==> src/sv/ewst_pkg.sv <==
package ewst_pkg;

    localparam int SCAN_LINES_DEF = 1024;
    localparam int X_BITS_DEF     = 12;
    localparam int X_IN_W         = 12;
    localparam int Y_W            = 10;
    localparam int FRAC_BITS      = 16;
    localparam int ACC_W          = X_IN_W + FRAC_BITS;
    localparam int QUEUE_DEPTH    = 2;

    localparam logic [FRAC_BITS-1:0] FRAC_FILL = '1;

    localparam logic CMD_WALK = 1'b0;
    localparam logic CMD_READ = 1'b1;

    typedef struct packed {
        logic              command;
        logic [X_IN_W-1:0] x_start;
        logic [Y_W-1:0]    y_start;
        logic [X_IN_W-1:0] x_end;
        logic [Y_W-1:0]    y_end;
        logic [Y_W-1:0]    read_row;
    } cmd_t;

    typedef struct packed {
        logic [X_IN_W-1:0] left_x;
        logic [X_IN_W-1:0] right_x;
    } rsp_t;

    typedef enum logic [1:0] {
        OP_READ,
        OP_LEFT,
        OP_RIGHT
    } op_t;

    typedef struct packed {
        op_t               op;
        logic [Y_W-1:0]    row;
        logic [X_IN_W-1:0] x_lo;
        logic [Y_W-1:0]    dy;
        logic              dx_neg;
        logic [X_IN_W-1:0] dx_mag;
        logic              oor;
    } op_entry_t;

    typedef struct packed {
        logic full;
        logic empty;
    } q_status_t;

    typedef struct packed {
        logic clearing;
    } bk_status_t;

    typedef enum logic [2:0] {
        BK_CLEAR,
        BK_IDLE,
        BK_READ_WAIT,
        BK_DIV,
        BK_WALK
    } bk_state_t;

endpackage

==> src/sv/ewst_front.sv <==
module ewst_front #(
    parameter int SCAN_LINES = ewst_pkg::SCAN_LINES_DEF
) (
    input  logic                   cmd_valid,
    input  ewst_pkg::cmd_t         cmd,
    input  ewst_pkg::q_status_t    q_status,
    input  ewst_pkg::bk_status_t   bk_status,
    output logic                   stall,
    output logic                   push,
    output ewst_pkg::op_entry_t    entry
);

    logic accept;
    logic swap;
    logic horizontal;
    logic [ewst_pkg::X_IN_W-1:0] x_lo;
    logic [ewst_pkg::X_IN_W-1:0] x_hi;
    logic [ewst_pkg::Y_W-1:0]    y_lo;
    logic [ewst_pkg::Y_W-1:0]    y_hi;

    assign stall  = q_status.full || bk_status.clearing;
    assign accept = cmd_valid && !stall;

    always_comb
    begin
        swap       = cmd.y_end < cmd.y_start;
        horizontal = cmd.y_end == cmd.y_start;
        x_lo       = swap ? cmd.x_end : cmd.x_start;
        x_hi       = swap ? cmd.x_start : cmd.x_end;
        y_lo       = swap ? cmd.y_end : cmd.y_start;
        y_hi       = swap ? cmd.y_start : cmd.y_end;

        entry = '0;
        push  = 1'b0;
        if (cmd.command == ewst_pkg::CMD_READ)
        begin
            entry.op  = ewst_pkg::OP_READ;
            entry.row = cmd.read_row;
            entry.oor = int'(cmd.read_row) >= SCAN_LINES;
            push      = accept;
        end
        else
        begin
            entry.op     = swap ? ewst_pkg::OP_RIGHT : ewst_pkg::OP_LEFT;
            entry.row    = y_lo;
            entry.x_lo   = x_lo;
            entry.dy     = y_hi - y_lo;
            entry.dx_neg = x_hi < x_lo;
            entry.dx_mag = (x_hi < x_lo) ? (x_lo - x_hi) : (x_hi - x_lo);
            // horizontal edges are dropped here
            push         = accept && !horizontal;
        end
    end

endmodule

==> config.mk <==
export PLATFORM = sky130hd
export DESIGN_NAME = ewst_front
export DESIGN_NICKNAME = d
export VERILOG_FILES = /design/src/sv/ewst_pkg.sv /design/src/sv/ewst_front.sv
export SDC_FILE = /design/constraint.sdc
export NUM_CORES = 1
export LEC_CHECK = 0
export ABC_AREA = 0
export BUFFER_PORTS_ARGS = -buffer_cell sky130_fd_sc_hd__buf_2
export CAP_MARGIN = 20
export CORE_ASPECT_RATIO = 1.2
export CORE_UTILIZATION = 57
export DETAILED_ROUTE_END_ITERATION = 10
export PLACE_DENSITY_LB_ADDON = 0.3
export SLEW_MARGIN = 0
export SYNTH_ARGS = -nofsm -noshare
export SYNTH_HDL_FRONTEND = slang
export SYNTH_SLANG_ARGS = --single-unit
==> constraint.sdc <==
create_clock -name vclk -period 9.1
set_clock_uncertainty 0.2 [all_clocks]
set_input_delay 0.455 -clock vclk [all_inputs]
set_output_delay 0.455 -clock vclk [all_outputs]
set_load 0.05 [all_outputs]
==> results.py <==
metrics = {
    "detailed_routing": {
        "num_vias": 3650,
        "ant_nets": 0,
        "drc": 0,
        "drt_iter0_markers": 150,
        "vias_per_cell": 5.98,
        "totalWireLength_um": 8120,
        "wl_per_cell_um": 13.3,
        "firstDrtPassIters": 4,
    },
    "pwr": {
        "clockPowerShare_pct": 0,
        "vdd_drop_max_mv": 0.0715,
        "pwr-share-seq_pct": 0,
        "p_sw_share_pct": 68.1,
        "internal_power_mw": 0.116,
        "cellPowerDensity_nw_per_um2": 109,
        "p_leak_nw": 1.59,
        "power_switching_mw": 0.247,
        "power_frac_comb_pct": 100.0,
    },
    "worst_hold_path": {
        "hp-start": "q_status[1]",
        "hold_path_depth": 4,
        "min_to": "push",
        "min-delay-path-class": "in -> out",
    },
    "global_routing": {
        "antenna_found_initial": 0,
        "first_global_vias": 3260,
        "grt_max_degree": 63,
        "grt_pass1_wl_um": 13000,
        "overflow": 0,
        "track_usage_pct": 29.5,
    },
    "worst_setup_path": {
        "critPathMaxStageDelay_ps": 640,
        "cp_cell_sequence": "buf_2 > inv_1 > ha_1 > a211o_1 > a21oi_2 > o211a_2 > buf_4 > mux2i_1 > o311a_1 > nand2_1 > nor3_1 > or4_1 > a21oi_1 > buf_2",
        "crit_buf_inv": 4,
        "startpoint_type": "input pin",
        "worst-path-stages": 14,
        "slowest_stage": "o211a_2",
        "path_max_fanout": 37,
        "arrival_ps": 4610,
        "cp-end-kind": "output port",
        "crit_required_ps": 8450,
        "path_common_cell": "buf_2",
        "cpLargestDelayFamily": "compound AO/OA/AOI/OAI gates",
        "criticalPathCategory": "in -> out",
    },
    "synthesis": {
        "synth_area_um2": 2850,
        "synth_area_leaders": "nand2_1 8.3%, nor2_1 7.8%, a21oi_1 6.7%",
        "synth_common_cells": "63 x nand2_1, 59 x nor2_1, 38 x a21oi_1, 28 x inv_1, 27 x o21ai_0",
        "synth.yosys.seq_area_share_pct": 0,
        "yosysTopAreaCell": "nand2_1",
        "postSynthAreaPerCell_um2": 6.08,
        "synth.distinct_cells": 63,
        "synthCells": 468,
        "yosysTopAreaCellShare_pct": 8.31,
        "yosysMostFrequentCell": "nand2_1",
        "synth_nets": 540,
        "synth_warnings": 0,
    },
    "floorplanning": {
        "start_util_pct": 60.6,
        "fp.dieW_um": 66.5,
        "io_pins": 109,
        "die_y_um": 79.4,
        "design.die.area_um2": 5280,
        "rows": 27,
        "core_um2": 4700,
    },
    "timing": {
        "clock.fmax_ghz": 0.190,
        "rsz0062_at_grt": "no",
        "finalCriticalPeriod_ps": 5270,
        "timing.final.ws_setup_ps": 3830,
        "setup_violations": 0,
        "slew_headroom_pct": 57.4,
        "hold_violations": 0,
        "final_max_slew_viol_count": 0,
        "tightestPinTransition_ps": 640,
        "finalCritPeriodShare_pct": 57.9,
        "tns_ps": 0,
    },
    "final_layout": {
        "syn2layout_area_growth_pct": 17.6,
        "nFillCells": 461,
        "nFlopsAndLatches": 0,
        "layout-drive-gt1-share_pct": 24.6,
        "nClkBuffers": 0,
        "layout.nets": 626,
        "antenna_cells": 0,
        "regArea_um2": 0,
    },
    "placement": {
        "routabilityCongestion": 0.862,
        "portBuffers": 107,
        "pre_cts_ws_ps": 3910,
        "dp.final_hpwl_um": 6350,
    },
    "clock_network": {
        "ctsHoldBuffers": 0,
        "cts_resized": 0,
        "postCtsSetupBuffers": 0,
    },
    "flow_run": {
        "maxCapViolCount": 0,
    },
    "outcome": {
        "status": "completed",
    },
}
cell families (layout without fill, tap and decap cells):
family	after synthesis	count (layout)	share of synthesized area [%]
and+or+nand+nor	218	218	36.8
AOI/OAI and AO/OA	142	142	34.8
xor gates and xnor gates	12	12	3.96
adders and majority gates	23	23	9.24
other	1	1	0.132
muxes	18	18	6.77
buffers and inverters	54	138	8.27
per-layer routing:
layer	global-route usage [%]	part of all wire (%)
met1	33.6	42
met4	5.74	0.95
met5	0	0
met2	59.3	52
met3	0.429	5.0
power by group through the flow:
stage | clock network [mW] | logic [mW] | registers (mW)
after floorplan | 0 | 0.285 | 0
after global placement | 0 | 0.352 | 0
after detailed placement | 0 | 0.359 | 0
after CTS | 0 | 0.360 | 0
after global routing | 0 | 0.390 | 0
final | 0 | 0.363 | 0
area by class of cell:
cell class | count | area (um2) | area share (%)
Inverter | 28 | 105 | 3.14
Multi-Input combinational cell | 414 | 2610 | 78.0
Tap cell | 58 | 72.6 | 2.17
Timing Repair Buffer | 110 | 558 | 16.7
worst max path at each step:
| stage | startpoint | endpoint | slack [ps] |
|---|---|---|---|
| after detailed placement | cmd[39] | entry[10] | 3910 |
| after global routing | cmd[37] | entry[10] | 3620 |
| after floorplan | cmd[37] | entry[12] | 2900 |
| final | cmd[39] | entry[10] | 3830 |
| after CTS | cmd[39] | entry[10] | 3900 |
| after global placement | cmd[39] | entry[10] | 3970 |
placed cells by master, fill, tap and decap left out, drive strengths merged, types with 6 or more instances in the layout:
master	n
buf	110
nand2	63
nor2	60
a21oi	39
inv	28
o21ai	27
nand3	16
nor3	16
nor2b	14
nand2b	14
ha	13
mux2i	11
maj3	10
a211oi	9
o21a	8
a31oi	7
mux2	7
o211ai	6
nor4	6
xnor2	6
or2	6
xor2	6
metrics by stage:
step	hold slack (ps)	power [mW]	area (um2)	instances	util, %
after global placement	1110	0.352	3350	610	71.2
after detailed placement	1110	0.359	3350	610	71.2
after CTS	1110	0.360	3350	610	71.2
after global routing	1120	0.390	3350	610	71.2
final	1110	0.363	3350	610	71.2
after floorplan	963	0.285	2850	468	-
Note: power is estimated with default switching activity, not from simulation.
