==> src/sv/ewst_pkg.sv <==
package ewst_pkg;

    localparam int SCAN_LINES_DEF = 1024;
    localparam int X_BITS_DEF     = 12;
    localparam int X_IN_W         = 12;
    localparam int Y_W            = 10;
    localparam int FRAC_BITS      = 16;
    localparam int ACC_W          = X_IN_W + FRAC_BITS;
    localparam int QUEUE_DEPTH    = 2;

    localparam logic [FRAC_BITS-1:0] FRAC_FILL = '1;

    localparam logic CMD_WALK = 1'b0;
    localparam logic CMD_READ = 1'b1;

    typedef struct packed {
        logic              command;
        logic [X_IN_W-1:0] x_start;
        logic [Y_W-1:0]    y_start;
        logic [X_IN_W-1:0] x_end;
        logic [Y_W-1:0]    y_end;
        logic [Y_W-1:0]    read_row;
    } cmd_t;

    typedef struct packed {
        logic [X_IN_W-1:0] left_x;
        logic [X_IN_W-1:0] right_x;
    } rsp_t;

    typedef enum logic [1:0] {
        OP_READ,
        OP_LEFT,
        OP_RIGHT
    } op_t;

    typedef struct packed {
        op_t               op;
        logic [Y_W-1:0]    row;
        logic [X_IN_W-1:0] x_lo;
        logic [Y_W-1:0]    dy;
        logic              dx_neg;
        logic [X_IN_W-1:0] dx_mag;
        logic              oor;
    } op_entry_t;

    typedef struct packed {
        logic full;
        logic empty;
    } q_status_t;

    typedef struct packed {
        logic clearing;
    } bk_status_t;

    typedef enum logic [2:0] {
        BK_CLEAR,
        BK_IDLE,
        BK_READ_WAIT,
        BK_DIV,
        BK_WALK
    } bk_state_t;

endpackage

==> src/sv/ewst_queue.sv <==
module ewst_queue (
    input  logic                  clk,
    input  logic                  rst_n,
    input  logic                  push,
    input  ewst_pkg::op_entry_t   push_entry,
    input  logic                  pop,
    output ewst_pkg::op_entry_t   head,
    output ewst_pkg::q_status_t   status
);

    localparam int PTR_W = $clog2(ewst_pkg::QUEUE_DEPTH);
    localparam int CNT_W = $clog2(ewst_pkg::QUEUE_DEPTH + 1);

    ewst_pkg::op_entry_t entries_reg [ewst_pkg::QUEUE_DEPTH];

    logic [PTR_W-1:0] wr_ptr_reg, wr_ptr_next;
    logic [PTR_W-1:0] rd_ptr_reg, rd_ptr_next;
    logic [CNT_W-1:0] count_reg, count_next;

    assign head         = entries_reg[rd_ptr_reg];
    assign status.full  = count_reg == CNT_W'(ewst_pkg::QUEUE_DEPTH);
    assign status.empty = count_reg == '0;

    always_comb
    begin
        wr_ptr_next = push ? PTR_W'(wr_ptr_reg + 1'b1) : wr_ptr_reg;
        rd_ptr_next = pop ? PTR_W'(rd_ptr_reg + 1'b1) : rd_ptr_reg;
        case ({push, pop})
            2'b10:   count_next = CNT_W'(count_reg + 1'b1);
            2'b01:   count_next = CNT_W'(count_reg - 1'b1);
            default: count_next = count_reg;
        endcase
    end

    always_ff @(posedge clk or negedge rst_n)
    begin
        if (!rst_n)
        begin
            wr_ptr_reg <= '0;
            rd_ptr_reg <= '0;
            count_reg  <= '0;
        end
        else
        begin
            wr_ptr_reg <= wr_ptr_next;
            rd_ptr_reg <= rd_ptr_next;
            count_reg  <= count_next;
        end
    end

    always_ff @(posedge clk)
    begin
        if (push)
        begin
            entries_reg[wr_ptr_reg] <= push_entry;
        end
    end

endmodule

==> config.mk <==
export PLATFORM = sky130hd
export DESIGN_NAME = ewst_queue
export DESIGN_NICKNAME = d
export VERILOG_FILES = /design/src/sv/ewst_pkg.sv /design/src/sv/ewst_queue.sv
export SDC_FILE = /design/constraint.sdc
export NUM_CORES = 1
export LEC_CHECK = 0
export BUFFER_PORTS_ARGS = -buffer_cell sky130_fd_sc_hd__buf_2
export CAP_MARGIN = 30
export CORE_UTILIZATION = 51
export CTS_CLUSTER_DIAMETER = 80
export DETAILED_ROUTE_END_ITERATION = 10
export HOLD_SLACK_MARGIN = 0.08
export PLACE_DENSITY = 0.78
export SLEW_MARGIN = 40
export SYNTH_ARGS = -nofsm -noshare
export SYNTH_HDL_FRONTEND = slang
export SYNTH_SLANG_ARGS = --single-unit
==> constraint.sdc <==
create_clock -name clk -period 3.47 [get_ports clk]
set_input_delay 0.347 -clock clk [delete_from_list [all_inputs] [get_ports clk]]
set_output_delay 0.347 -clock clk [all_outputs]
set_load 0.005 [all_outputs]
==> summary.md, run 1 <==
| Metric | Value |
|---|---|
| Post-route DRC | 0 |
| WS Path Type | reg2out |
| Routed length per instance | 15.50 um |
| Slew @ Worst Pin | 0.6720 ns |
| Count of non-filler cells in the finished layout | 377 |
| Data required, critical path | 3.12 ns |
| Clk_lat worst skew | 0.36 ns |
| First-pass GRT wire length | 9052 um |
| Post-Syn Area per Cell | 22.39 um^2 |
| Die height | 87.10 um |
| Synthesized area | 0.003694 mm^2 |
| Global placer's final weighted congestion | 0.6779 |
| H-tree depth | 3 |
| Initial antenna violation count | 0 |
| Nets | 329 |
| Share of cells above drive strength 1 | 0.6085 |
| CTS max path bufs | 2 |
| Post-Syn Nets | 218 |
| Crit start category | register |
| ANT cells | 0 |
| MaxCap Viol Count | 0 |
| CTS Buf Count | 9 |
| TritonRoute pass-1 iters | 4 |
| Total GRT Usage | 0.1667 |
| Port Buffers | 101 |
| Initial core utilization | 0.5348 |
| Initial drt markers | 121 |
| Final Hold Fails | 0 |
| Final ANT Viol Nets | 0 |
| Final setup violation count | 0 |
| Clock sink total | 100 |
| Pin count of the biggest net entering global routing | 49 |
| Hold/Removal Path Class | in2reg |
| Vias in the first global route | 1874 |
| Post-CTS sizing | 0 |
| Clock Skew | 0.009160 ns |
| Synth cell types | 14 |
| CTS tree | yes |
| Pwr dens | 734.0 mW/mm^2 |
| Headroom to the max-slew limit | 0.5520 |
| Die Span X | 87.10 um |
| GR Overflow Total | 0 |
| Mapped Cells | 165 |
| Setup tns final | 0 ns |
| Fill cell count | 529 |
| Worst Setup End Kind | output port |
| Reg area | 0.002984 mm^2 |
| Leakage power | 1.727 nW |
| Area growth from synthesis to layout | 21.82% |
| Critical Path Sink | head[30] |
| Via/cell ratio | 4.878 |
| WP data arrival | 1.79 ns |
| Reg2Reg Depth | 2 |
| Max Freq | 0.4669 GHz |
| Status | finished, final reports clean |
| Max reg flops | 96 |
| RSZ-0062 raised after global routing | false |
| Worst setup startpoint | rd_ptr_reg |
| Fin. max-slew vios | 0 |
| Min cycle time layout | 2.142 ns |
| YS warnings | 0 |
| HPWL after detailed placement | 3842 um |
| I/O pins | 102 |
| FP Rows | 30 |
| Reg2reg start | wr_ptr_reg |
| Worst IR drop on VDD | 0.5607 mV |
| Post-synthesis register bit count | 100 |
| Slack of the worst reg-to-reg path | 1.78 ns |
| Die ar. | 0.007586 mm^2 |
| CTS clk-pin slew, worst paths | 0.10 ns |
| Post-Route WL | 5842 um |
| Dpl cells | 360 |
| Fin crit share | 0.6172 |
| Clk root buf | clkbuf_8 |
| Core Box Area | 0.006907 mm^2 |
| Utilization after layout | 0.6514 |
| Reg-to-reg endpoint | entries_reg[0][34] |
| Via count | 1839 |
| CP max FO | 19 |
| Footprint of the multi-input gates | 668.1 um^2 |
| Register area share after synthesis | 0.8076 |
-- stage by stage --
step | area, um^2 | hold WS (ns) | power (mW) | worst slack (ns)
2_1_floorplan | 3694 | 0.05141 | 2.323 | 0.5943
3_3_place_gp | 4303 | 0.1568 | 2.653 | 1.651
3_5_place_dp | 4304 | 0.1562 | 2.674 | 1.647
4_1_cts | 4499 | 0.1500 | 3.350 | 1.291
5_1_grt | 4499 | 0.1424 | 3.481 | 1.232
6_report | 4499 | 0.1710 | 3.303 | 1.328
-- synth_stat cells (all sizes together) --
| library cell | number | area (um^2) |
|---|---|---|
| and2 | 1 | 6.260 |
| dfrtp | 4 | 100.1 |
| xor2 | 3 | 26.28 |
| nor2 | 3 | 11.26 |
| edfxtp | 96 | 2883 |
| buf | 5 | 48.79 |
| xnor2 | 2 | 17.52 |
| mux2 | 48 | 578.1 |
| ha | 1 | 12.51 |
| inv | 1 | 3.750 |
| nor2b | 1 | 6.260 |
-- layout make-up --
cell class                      instances  share of cell area
Clock buffer                            9             0.02753
Clock inverter                          7             0.01363
Inverter                                1           0.0008343
Multi-Input combinational cell         59              0.1485
Sequential cell                       100              0.6632
Tap cell                               96             0.02670
Timing Repair Buffer                  105              0.1196
-- where the power goes --
group | total, mW | internal (mW) | switching [mW] | leakage, nW
combinational | 0.925 | 0.504 | 0.421 | 0.693
sequential | 1.70 | 1.60 | 0.0985 | 0.947
clock | 0.675 | 0.271 | 0.403 | 0.0879
-- kinds of logic (layout without fill, tap and decap cells) --
| group | after synthesis | after routing | share of synthesized area |
|---|---|---|---|
| buffers and inverters | 6 | 122 | 0.01422 |
| AND/OR/NAND/NOR | 5 | 5 | 0.006438 |
| flip-flops | 100 | 100 | 0.8076 |
| XOR/XNOR | 5 | 5 | 0.01186 |
| multiplexers | 48 | 48 | 0.1565 |
| adder cells (fa/ha/maj) | 1 | 1 | 0.003387 |
-- worst min path at each step --
stage | start | end | cells after the start
6_report | push_entry[12] | entries_reg[1][12] | 1
5_1_grt | push_entry[35] | entries_reg[0][35] | 1
4_1_cts | push_entry[33] | entries_reg[0][33] | 1
3_5_place_dp | rst_n | wr_ptr_reg | 1
3_3_place_gp | rst_n | wr_ptr_reg | 1
2_1_floorplan | rst_n | count_reg[0] | 0
-- layout by cell type, fill, tap and decap left out, drive strengths merged, types with 2 or more instances in the layout --
master / count
clkinv: 3
edfxtp: 96
dfrtp: 4
buf: 104
mux2: 48
xor2: 3
clkbuf: 9
nor2: 3
xnor2: 2
clkinvlp: 2
inv: 3
-- timing repair --
item	in CTS	in global routing
buffers inserted	0	0
hold endpoints to repair	4	0
hold buffers	1	0
endpoints found under the setup margin	0	0
-- per-layer routing --
layer,GRT usage,share of wire,vias to the layer above
li1,-,-,873
met1,0.2059,0.41,876
met2,0.2634,0.49,78
met3,0.05308,0.078,12
met4,0.09091,0.023,0
met5,0,0,-
-- critical path, cell delays in order (launching register included) --
cell	delay, ns
dfrtp_2	0.58
buf_4	0.35
mux2_2	0.38
buf_2	0.13
Note: power is estimated with default switching activity, not from simulation.
==> inputs of run 2 (changes only) <==
- clock period: 3.47 -> 2.25 ns (I/O delays scaled with it)
==> summary.md, run 2 (same netlist as run 1, synthesis figures left out) <==
| Metric | Value |
|---|---|
| Status | finished, final reports clean |
| Dpl cells | 362 (+0.56%) |
| Post-Route WL | 6600 um (+13%) |
| RSZ-0062 raised after global routing | false |
| Final setup violation count | 0 (unchanged) |
| Met2 Use GR | 0.3343 (+0.07087) |
| Initial drt markers | 70 (-42%) |
| GR peak layer | met2 |
| Worst IR drop on VDD | 0.6219 mV (+11%) |
| Fin crit share | 0.8960 |
| TritonRoute pass-1 iters | 4 (unchanged) |
| Data required, critical path | 2.03 ns (-1.09 ns) |
| First-pass GRT wire length | 10220 um (+13%) |
| WP data arrival | 1.79 ns (about the same) |
| Hold/Removal Path Class | in2async |
| Sequential Power Share | 0.496 (-0.020) |
| Count of non-filler cells in the finished layout | 429 (+14%) |
| CTS tree | yes |
| Final Hold Fails | 0 (unchanged) |
| Routed length per instance | 15.38 um (-0.72%) |
| Clock sink total | 100 (unchanged) |
| Final ANT Viol Nets | 0 (unchanged) |
| Max Freq | 0.4961 GHz |
| Initial core utilization | 0.5348 (unchanged) |
| Port Buffers | 101 (unchanged) |
| WS Path Type | reg2out |
| Core Box Area | 0.006907 mm^2 (unchanged) |
| Clock power frac | 0.213 (+0.009) |
| Share of cells above drive strength 1 | 0.5165 (-0.09202) |
| CTS clk-pin slew, worst paths | 0.09 ns (about the same) |
| Switch share | 0.2712 (-0.008138) |
| Die height | 87.10 um (unchanged) |
| FP Rows | 30 (unchanged) |
| HPWL after detailed placement | 4048 um (+5.4%) |
| Via/cell ratio | 4.807 (-1.5%) |
| MaxCap Viol Count | 0 (unchanged) |
| Setup bufs post-CTS | 0 (unchanged) |
| Worst Setup End Kind | output port |
| GR Overflow Total | 0 (unchanged) |
| Clk_lat worst skew | 0.35 ns (about the same) |
| Clk root buf | clkbuf_8 |
| Pin count of the biggest net entering global routing | 35 (-29%) |
| Die ar. | 0.007586 mm^2 (unchanged) |
| GRT met3 Usage | 0.05118 (-0.001896) |
| Commonest non-fill, non-tap cell in the layout | buf_2 |
| Commonest cells after routing, fill and taps aside | 101 x buf_2, 96 x edfxtp_1, 51 x dlygate4sd3_1 |
| Pwr dens | 1052 mW/mm^2 (+43%) |
| Area growth from synthesis to layout | 36.82% |
| CTS max path bufs | 2 (unchanged) |
| Die Span X | 87.10 um (unchanged) |
| ANT cells | 0 (unchanged) |
| Headroom to the max-slew limit | 0.6684 (+0.1165) |
| Total GRT Usage | 0.1852 (+0.01845) |
| Final Power | 5.317 mW (+61%) |
| Global placer's final weighted congestion | 0.6781 (about the same) |
| H-tree depth | 3 (unchanged) |
| Vias in the first global route | 2149 (+15%) |
| Power Internal | 3.875 mW (+63%) |
| Slew @ Worst Pin | 0.4973 ns (-0.1747 ns) |
| Crit start category | register |
| Comb power frac | 0.291 (+0.011) |
| Fin Hold WS | 0.1915 ns (+0.02049 ns) |
| Setup tns final | 0 ns (unchanged) |
| Initial antenna violation count | 0 (unchanged) |
| Min cycle time layout | 2.016 ns |
| Met1 Track Usage GR | 0.2095 (+0.003596) |
| P_sw | 1.442 mW (+56%) |
| Leakage power | 1.962 nW (+14%) |
| CP max FO | 34 (+15) |
| Max reg flops | 96 (unchanged) |
| I/O pins | 102 (unchanged) |
| Nets | 381 (+16%) |
| Fin. max-slew vios | 0 (unchanged) |
| CTS Buf Count | 9 (unchanged) |
| Clock Skew | 0.005470 ns (-0.003689 ns) |
| Via count | 2062 (+12%) |
| Post-route DRC | 0 (unchanged) |
| Fill cell count | 447 (-16%) |
-- run 2: layout make-up --
class                           count  area [um^2]  area share
Inverter                            1        3.754   0.0007428
Tap cell                           96        120.1     0.02377
Clock buffer                       10        127.6     0.02525
Multi-Input combinational cell     59        666.9      0.1320
Timing Repair Buffer              157         1079      0.2134
Sequential cell                   100         2984      0.5905
Clock inverter                      6        72.57     0.01436
-- run 2: routing by layer --
| metal | part of all wire | routed length (um) |
|---|---|---|
| met5 | 0 | 0 |
| met4 | 0.010 | 66 |
| met3 | 0.070 | 462 |
| met2 | 0.52 | 3417 |
| met1 | 0.40 | 2653 |
-- run 2: worst max-delay path: stages (launching register included) --
cell	delay [ns]
dfrtp_2	0.65
buf_12	0.29
mux2_2	0.37
buf_2	0.13
-- run 2: final timing paths --
check	from	endpoint	slack (ns)	depth (start not counted)
worst max-delay path	rd_ptr_reg	head[44]	0.23	3
worst min-delay path	rst_n	count_reg[1]	0.19	2
worst max register to register	wr_ptr_reg	entries_reg[1][11]	0.76	2
worst min register to register	count_reg[1]	count_reg[1]	0.50	1
max in group asynchronous	rst_n	rd_ptr_reg	1.93	2
min in group clk	count_reg[1]	count_reg[1]	0.50	1
-- run 2: power by group through the flow --
stage | combinational [mW] | clock, mW | sequential, mW
6_report | 1.55 | 1.13 | 2.64
3_5_place_dp | 1.49 | 0 | 2.68
5_1_grt | 1.68 | 1.22 | 2.68
3_3_place_gp | 1.47 | 0 | 2.66
2_1_floorplan | 0.977 | 0 | 2.60
4_1_cts | 1.57 | 1.15 | 2.64
-- run 2: stage by stage --
| step | instance area (um^2) | setup slack, ns | util |
|---|---|---|---|
| 2_1_floorplan | 3696 | 0.1683 | - |
| 3_3_place_gp | 4343 | 0.6219 | 0.6288 |
| 3_5_place_dp | 4343 | 0.5998 | 0.6288 |
| 4_1_cts | 5054 | 0.1992 | 0.7317 |
| 5_1_grt | 5054 | 0.1495 | 0.7317 |
| 6_report | 5054 | 0.2341 | 0.7317 |
-- run 2: what timing repair did --
| action | 4_1_cts | 5_1_grt |
|---|---|---|
| resized for setup | 0 | 0 |
| hold buffers | 51 | 0 |
| setup endpoints to repair | 0 | 0 |
| endpoints found under the hold margin | 102 | 0 |
==> inputs of run 3 (changes only) <==
- ABC_AREA: unset -> 1
- CORE_UTILIZATION: 51 -> 52
- GPL_TIMING_DRIVEN: unset -> 0
- RECOVER_POWER: unset -> 100
==> summary.md, run 3 <==
| Metric | Value |
|---|---|
| Clk_lat worst skew | 0.36 ns (about the same) |
| Register area share after synthesis | 0.7448 (-0.06282) |
| Hold/Removal Path Class | in2async |
| Synth area leaders | edfxtp_1 72%, o21ai_2 6.6%, inv_1 5.1% |
| Core Box Area | 0.007331 mm^2 (+6.1%) |
| WP data arrival | 1.95 ns (+0.16 ns) |
| Die ar. | 0.008057 mm^2 (+6.2%) |
| Clk root buf | clkbuf_8 |
| Setup tns final | 0 ns (unchanged) |
| Slack of the worst reg-to-reg path | 0.52 ns (-0.24 ns) |
| HPWL after detailed placement | 4791 um (+18%) |
| Port Buffers | 101 (unchanged) |
| Crit path largest cell delay | 0.66 ns (about the same) |
| Routed length per instance | 14.09 um (-8.4%) |
| Dpl cells | 478 (+32%) |
| CTS Buf Count | 9 (unchanged) |
| RSZ-0062 raised after global routing | false |
| Post-route DRC | 0 (unchanged) |
| Final Hold Fails | 0 (unchanged) |
| Reg2reg start | wr_ptr_reg |
| CP max FO | 19 (-44%) |
| Post-Syn Nets | 328 (+50%) |
| Global placer's final weighted congestion | 0.7489 (+10%) |
| Yosys top cell area share | 0.7198 (-0.06071) |
| Final ANT Viol Nets | 0 (unchanged) |
| Worst IR drop on VDD | 0.7381 mV (+19%) |
| Synth cell types | 19 (+5) |
| Initial core utilization | 0.5463 (+0.01156) |
| Top-count cell post-synth | edfxtp_1 |
| Largest delay share family, worst path | buffers and inverters |
| Slowest cell on the critical path | nor2_2 |
| Number of flops mapped to enable cells by yosys | 96 (unchanged) |
| I/O pins | 102 (unchanged) |
| TritonRoute pass-1 iters | 4 (unchanged) |
| Min cycle time layout | 1.892 ns (-0.1242 ns) |
| Nets | 494 (+30%) |
| Worst Setup End Kind | register |
| Synth async-reset ratio | 0.04000 (unchanged) |
| Count of non-filler cells in the finished layout | 544 (+27%) |
| Max reg flops | 96 (unchanged) |
| Initial antenna violation count | 0 (unchanged) |
| WS Path Type | in2reg |
| Fin crit share | 0.8408 (-0.05519) |
| Reg-to-reg endpoint | entries_reg[1][35] |
| Fin Hold WS | 0.2354 ns (+0.04388 ns) |
| Clock Skew | 0.006106 ns (+0.0006361 ns) |
| Area growth from synthesis to layout | 32.18% |
| MaxCap Viol Count | 0 (unchanged) |
| Commonest non-fill, non-tap cell in the layout | edfxtp_1 |
| First-pass GRT wire length | 12630 um (+24%) |
| Crit start category | primary input |
| Max Freq | 0.5286 GHz (+6.6%) |
| Synthesized area | 0.004005 mm^2 (+8.4%) |
| Final Power | 5.823 mW (+9.5%) |
| Pwr dens | 1100 mW/mm^2 (+4.5%) |
| Dominant cell type by area after synthesis | edfxtp_1 |
| Data required, critical path | 2.31 ns (+0.28 ns) |
| Vias in the first global route | 2773 (+29%) |
| Reg area | 0.002983 mm^2 (about the same) |
| FP Rows | 31 (+3.3%) |
| Clock sink total | 100 (unchanged) |
| Worst Path Buf+Inv | 4 (+2) |
| Share of cells above drive strength 1 | 0.2854 (-0.2311) |
| CTS max path bufs | 2 (unchanged) |
| Die height | 89.76 um (+3.1%) |
| Footprint of the multi-input gates | 650.6 um^2 (-2.4%) |
| CTS tree | yes |
| Dominant synthesized flop cell | edfxtp_1 |
| Initial drt markers | 132 (+89%) |
| GR Overflow Total | 0 (unchanged) |
| Fill cell count | 518 (+16%) |
| Leakage power | 2.162 nW (+10%) |
| H-tree depth | 3 (unchanged) |
| Commonest cells after routing, fill and taps aside | 96 x edfxtp_1, 53 x inv_1, 51 x buf_2, 51 x dlygate4sd3_1, 49 x clkbuf_1 |
| Die Span X | 89.76 um (+3.1%) |
| CTS clk-pin slew, worst paths | 0.09 ns (about the same) |
| Worst setup startpoint | push |
| Total GRT Usage | 0.2062 (+0.02104) |
| Reg2Reg Depth | 3 (+1) |
| Via/cell ratio | 4.693 (-2.4%) |
| YS warnings | 0 (unchanged) |
| Top cells by count, synth | 96 x edfxtp_1, 54 x inv_1, 30 x nand2_2, 30 x o21ai_2, 23 x nand2_1 |
| Final setup violation count | 0 (unchanged) |
| Slew @ Worst Pin | 0.8653 ns (+0.3679 ns) |
| Status | finished, final reports clean |
| Headroom to the max-slew limit | 0.4225 (-0.2459) |
| Pin count of the biggest net entering global routing | 26 (-26%) |
| Post-Route WL | 7665 um (+16%) |
| Post-synthesis register bit count | 100 (unchanged) |
| Post-CTS sizing | 0 (unchanged) |
| Crit-path cells | dlygate4sd3_1 -> clkbuf_1 -> inv_1 -> nor2_2 -> buf_8 |
| Fin. max-slew vios | 0 (unchanged) |
| Mapped Cells | 275 (+67%) |
| ANT cells | 0 (unchanged) |
| Via count | 2553 (+24%) |
| Post-Syn Area per Cell | 14.56 um^2 (-35%) |
run 3: cell types whose count changed after synthesis, moves of 10 or more:
cell | before | now
inv_1 | 1 | 54
mux2_2 | 38 | 0
nand2_2 | 0 | 30
o21ai_2 | 0 | 30
nand2_1 | 0 | 23
o21ai_0 | 0 | 17
mux2_4 | 10 | 0
run 3: power breakdown:
group          internal [mW]  total, mW  switching [mW]
Combinational          0.848       2.02            1.17
Sequential              2.47       2.59           0.117
Clock                  0.622       1.21           0.592
Total                   3.94       5.82            1.88
run 3: cell families after synthesis:
| family | after synthesis | synth area share |
|---|---|---|
| DFF | 100 | 0.7448 |
| buffers and inverters | 65 | 0.08341 |
| and+or+nand+nor | 58 | 0.07404 |
| AOI/OAI and AO/OA | 48 | 0.08810 |
| xor gates and xnor gates | 3 | 0.006562 |
| adders and majority gates | 1 | 0.003124 |
run 3: cell type report:
type                       count  area share
clock buffer                   9     0.02340
timing repair buffer         155      0.1896
sequential                   100      0.5635
tap                           99     0.02340
inverter                      54     0.03876
multi-input combinational    110      0.1229
clock inverter                 6     0.01678
buffer                        11     0.02174
run 3: worst max-delay path by stage:
stage,endpoint,slack (ns),depth (start not counted)
after global placement,entries_reg[0][13],-0.51,1
after detailed placement,entries_reg[0][17],0.81,2
after floorplan,entries_reg[0][0],0.16,1
after global routing,head[39],0.26,5
after CTS,head[18],0.62,6
final,entries_reg[0][12],0.36,5
run 3: per-layer routing:
layer / vias to the layer above / share of wire / GRT usage
met1: 1209 / 0.39 / 0.2230
met2: 74 / 0.55 / 0.3821
li1: 1251 / - / -
met5: - / 0 / 0
met4: 0 / 0.025 / 0.09426
met3: 19 / 0.037 / 0.04653
run 3: stage by stage:
stage / worst slack, ns / utilization / cell area (um^2)
floorplan: 0.1640 / - / 4008
global placement: -0.5056 / 0.6325 / 4637
detailed placement: 0.8135 / 0.6421 / 4707
CTS: 0.6174 / 0.7407 / 5430
global route: 0.2636 / 0.7221 / 5294
finish: 0.3583 / 0.7221 / 5294
run 3: what timing repair did:
| item | 4_1_cts | 5_1_grt |
|---|---|---|
| buffers inserted | 0 | 0 |
| endpoints found under the hold margin | 102 | 0 |
| hold buffers | 51 | 0 |
| endpoints found under the setup margin | 0 | 0 |
